<file path="src/rtl/free_block_bitmap_allocator_defines.svh">
`ifndef FREE_BLOCK_BITMAP_ALLOCATOR_DEFINES_SVH
`define FREE_BLOCK_BITMAP_ALLOCATOR_DEFINES_SVH

// Same-cycle implication, disabled while reset is asserted.
`define FBBA_ASSERT(label, clk, rst_n, ante, cons, msg) \
    label: assert property (@(posedge clk) disable iff (!rst_n) (ante) |-> (cons)) \
        else $error(msg);

// Next-cycle implication, disabled while reset is asserted.
`define FBBA_ASSERT_NEXT(label, clk, rst_n, ante, cons, msg) \
    label: assert property (@(posedge clk) disable iff (!rst_n) (ante) |=> (cons)) \
        else $error(msg);

`endif

</file>
<file path="src/rtl/fbba_pkg.sv">
`timescale 1ns / 1ps

package fbba_pkg;

    localparam int IDX_W       = 12;
    localparam int CFG_W       = 13;
    localparam int PADDR_W     = 3;
    localparam int PDATA_W     = 32;
    localparam int INDEX_LIMIT = 4096;

    localparam logic [CFG_W-1:0] RESERVED_RESET = 13'd12;

    // Register select: paddr bit above the byte offset
    localparam logic REG_RESERVED = 1'b0;

    localparam logic STATUS_OK      = 1'b0;
    localparam logic STATUS_NO_FREE = 1'b1;

    typedef enum logic [1:0] {
        OP_ALLOC     = 2'd0,
        OP_RELEASE   = 2'd1,
        OP_MARK_USED = 2'd2,
        OP_FORMAT    = 2'd3
    } op_t;

    typedef enum logic [2:0] {
        ST_SWEEP,
        ST_IDLE,
        ST_DIV,
        ST_READ,
        ST_EVAL,
        ST_DONE
    } state_t;

    typedef struct packed {
        logic [CFG_W-1:0] reserved_blocks;
    } cfg_t;

endpackage

</file>
<file path="src/rtl/fbba_cfg.sv">
`timescale 1ns / 1ps

module fbba_cfg (
    input  logic                          clk,
    input  logic                          rst_n,
    input  logic                          psel,
    input  logic                          penable,
    input  logic                          pwrite,
    input  logic [fbba_pkg::PADDR_W-1:0]  paddr,
    input  logic [fbba_pkg::PDATA_W-1:0]  pwdata,
    output logic [fbba_pkg::PDATA_W-1:0]  prdata,
    output logic                          pready,
    output fbba_pkg::cfg_t                cfg
);

    logic [fbba_pkg::CFG_W-1:0] reserved_reg;
    logic [fbba_pkg::CFG_W-1:0] reserved_next;
    logic                       sel;
    logic                       wr;

    assign pready = 1'b1;
    assign sel    = (paddr[fbba_pkg::PADDR_W-1] == fbba_pkg::REG_RESERVED);
    assign wr     = psel && penable && pwrite && pready;

    always_comb
    begin
        reserved_next = reserved_reg;
        if (wr && sel)
        begin
            reserved_next = pwdata[fbba_pkg::CFG_W-1:0];
        end
    end

    always_ff @(posedge clk or negedge rst_n)
    begin
        if (!rst_n)
        begin
            reserved_reg <= fbba_pkg::RESERVED_RESET;
        end
        else
        begin
            reserved_reg <= reserved_next;
        end
    end

    assign prdata = sel ? fbba_pkg::PDATA_W'(reserved_reg) : '0;
    assign cfg.reserved_blocks = reserved_reg;

endmodule

</file>
<file path="config.mk">
export PLATFORM = sky130hd
export DESIGN_NAME = fbba_cfg
export DESIGN_NICKNAME = d
export VERILOG_FILES = /design/src/rtl/free_block_bitmap_allocator_defines.svh /design/src/rtl/fbba_pkg.sv /design/src/rtl/fbba_cfg.sv
export SDC_FILE = /design/constraint.sdc
export NUM_CORES = 1
export LEC_CHECK = 0
export BUFFER_PORTS_ARGS = -buffer_cell sky130_fd_sc_hd__buf_2
export CAP_MARGIN = 20
export CORE_MARGIN = 10
export CORE_UTILIZATION = 38
export CTS_BUF_LIST = sky130_fd_sc_hd__clkbuf_4 sky130_fd_sc_hd__clkbuf_8
export CTS_CLUSTER_SIZE = 30
export DETAILED_ROUTE_END_ITERATION = 7
export PLACE_DENSITY = 0.95
export REMOVE_ABC_BUFFERS = 1
export SYNTH_ARGS = -nofsm -noshare
export SYNTH_HDL_FRONTEND = slang
export SYNTH_SLANG_ARGS = --single-unit
</file>
<file path="constraint.sdc">
create_clock -name clk -period 2.5 [get_ports clk]
set_clock_uncertainty 0.15 [all_clocks]
set_input_delay 0.625 -clock clk [delete_from_list [all_inputs] [get_ports clk]]
set_output_delay 0.625 -clock clk [all_outputs]
set_load 0.05 [all_outputs]
</file>
==> flow_summary.ini <==
[timing]
hold_viol_final = 0
period_minus_slack_ns = 2.05
post-route-period-util_pct = 81.9
fmax_ghz = 0.488
rsz0062_at_grt = no
setup_viol = 0
slew_violations = 0
setup_tns_ns = 0

[cts]
cts.sinks = 13
clk_path_buf_depth = 2
cts_resized = 0
hold_buffers = 0
numCtsBuffers = 3
cts_tree = done
worst_skew_pair.late_latency_ns = 0.26
cts_post_setup_buffers_inserted = 0
path_clk_slew_ns = 0.07
root_buffer = clkbuf_4
htree_levels = 1

[route]
firstDrtPassIters = 2
vias = 548
vias_per_cell = 4.06
drt_iter0_markers = 18
detail-route-antenna-nets = 0
drc = 0
totalWireLength_um = 1900
wl_per_cell_um = 14.1

[global_route]
first_global_vias = 618
grt_pass1_wl_um = 2840
antenna_found_initial = 0
grt-ovfl-total = 0
grt_start_max_net_pins = 15
grt_util_all_layers_pct = 8.08

[layout]
drive_above_1_share_pct = 59.3
fin_area_um2 = 980
largest_reg_flops = 13
final_nets = 149
n_antenna_cell = 0
final_cells = 135
area_growth_pct = 23.5

[synth]
yosys_most_used_dff = dfrtp_1
synth_top_cell_by_area = dfrtp_1
synth_common_cells = 20 x buf_4, 11 x dfrtp_1, 10 x mux2_4, 10 x nor2b_1
syn-cell-area_um2 = 793
synthTopCellsByArea = dfrtp_1 35%, buf_4 19%, mux2_4 19%
syn_area_per_cell_um2 = 12.4
synth-edff-count = 0
ys_ff_latch = 13
postSynthCellCount = 64
synth_most_common_cell = buf_4
synthArstFlopShare_pct = 100
synthDistinctLibCells = 11
yosysWarnings = 0
synth_top_cell_area_share_pct = 34.7
yosysSeqAreaShare_pct = 41.3

[power]
switchingPower_mw = 0.493
power_frac_comb_pct = 55.6
pwr-share-seq_pct = 30.5
p_total_mw = 0.960
p_clk_share_pct = 13.9
vdd_ir_drop_max_mv = 0.536
p_int_mw = 0.467
p_leak_nw = 0.586
p_sw_share_pct = 51.3
p_per_area_mw_per_mm2 = 980

[setup_path]
cp.required_ns = 1.73
crit_chain = buf_2, and2b_1, buf_2
reg2reg_depth = 1
slowest_delay_ns = 0.25
cp-end-kind = output port
critical-path-slowest-cell = buf_2
r2r-start = cfg[12]$_DFFE_PN0P_
cp_max_fo = 14
crit_buf_inv = 2
crit_top_cell = buf_2
worst-setup-path-type = primary input to output port
start_kind = primary input
cp.arrival_ns = 1.27
path_delay_family = buffers and inverters
r2r_end = cfg[12]$_DFFE_PN0P_
rrSetupSlack_ns = 1.58

[placement]
place_hpwl_um = 1600
place.gp.congestion = 0.790
dp_cells = 131
place_area_um2 = 950
port_buffers = 44

[floorplanning]
rows = 16
coreArea_mm2 = 0.00198
die_h_um = 65.7
ios = 86
die_w_um = 65.7
die-area_mm2 = 0.00432
initial_core_util_pct = 40.0

[flow_run]
cap_viol_max_count = 0

[min_path]
hold_class = primary input to asynchronous set/reset pin

[status]
outcome = complete, no violations
[routing by layer]
layer,share of wire (%),vias to the layer above,global-route usage (%)
met3,21,0,7.12
met5,0,-,0
met2,41,47,12.9
met4,0,0,0
li1,-,255,-
met1,38,246,8.30
[power by group through the flow]
stage	Clock [mW]	Sequential (mW)	Combinational (mW)
after floorplan	0	0.461	0.257
after detailed placement	0	0.298	0.537
after global routing	0.154	0.300	0.556
final	0.133	0.293	0.534
after global placement	0	0.293	0.533
after CTS	0.143	0.293	0.538
[through the flow]
stage / hold slack (ns) / util (%) / setup slack [ns]
3_3_place_gp: 0.349 / 47.9 / 0.435
3_5_place_dp: 0.363 / 47.9 / 0.435
4_1_cts: 0.0804 / 49.4 / 0.435
5_1_grt: 0.0802 / 49.4 / 0.400
2_1_floorplan: 0.179 / - / 0.280
6_report: 0.0825 / 49.4 / 0.452
[cell usage in the layout (no fill, tap or decap)]
cell type	instances
dfrtp_1	11
mux2_2	3
conb_1	20
clkbuf_4	4
nor2b_1	10
mux2_4	10
and2b_1	3
dfstp_2	2
buf_2	44
nand4b_4	1
[cell families (layout without fill, tap and decap cells)]
family | Yosys count | count (layout) | share of synthesized area (%)
simple gates | 14 | 14 | 13.7
buf+inv | 22 | 48 | 20.8
flops | 13 | 13 | 41.3
other cells | 2 | 20 | 0.947
mux | 13 | 13 | 23.2
[how the worst max path moves through the flow]
stage / slack (ns) / depth (start not counted) / startpoint / endpoint
5_1_grt: 0.40 / 3 / paddr[2] / prdata[12]
4_1_cts: 0.43 / 3 / paddr[2] / prdata[12]
6_report: 0.45 / 3 / paddr[2] / prdata[12]
2_1_floorplan: 0.28 / 1 / cfg[2]$_DFFE_PN1P_ / prdata[2]
3_5_place_dp: 0.44 / 3 / paddr[2] / prdata[12]
3_3_place_gp: 0.44 / 3 / paddr[2] / prdata[12]
[area by class of cell]
cell class,instances,area (µm²)
multi-input combinational,47,368
timing repair buffer,44,220
tap,27,33.8
fill,194,1000
sequential,13,328
clock buffer,4,30.0
(Power assumes the default switching activity.)
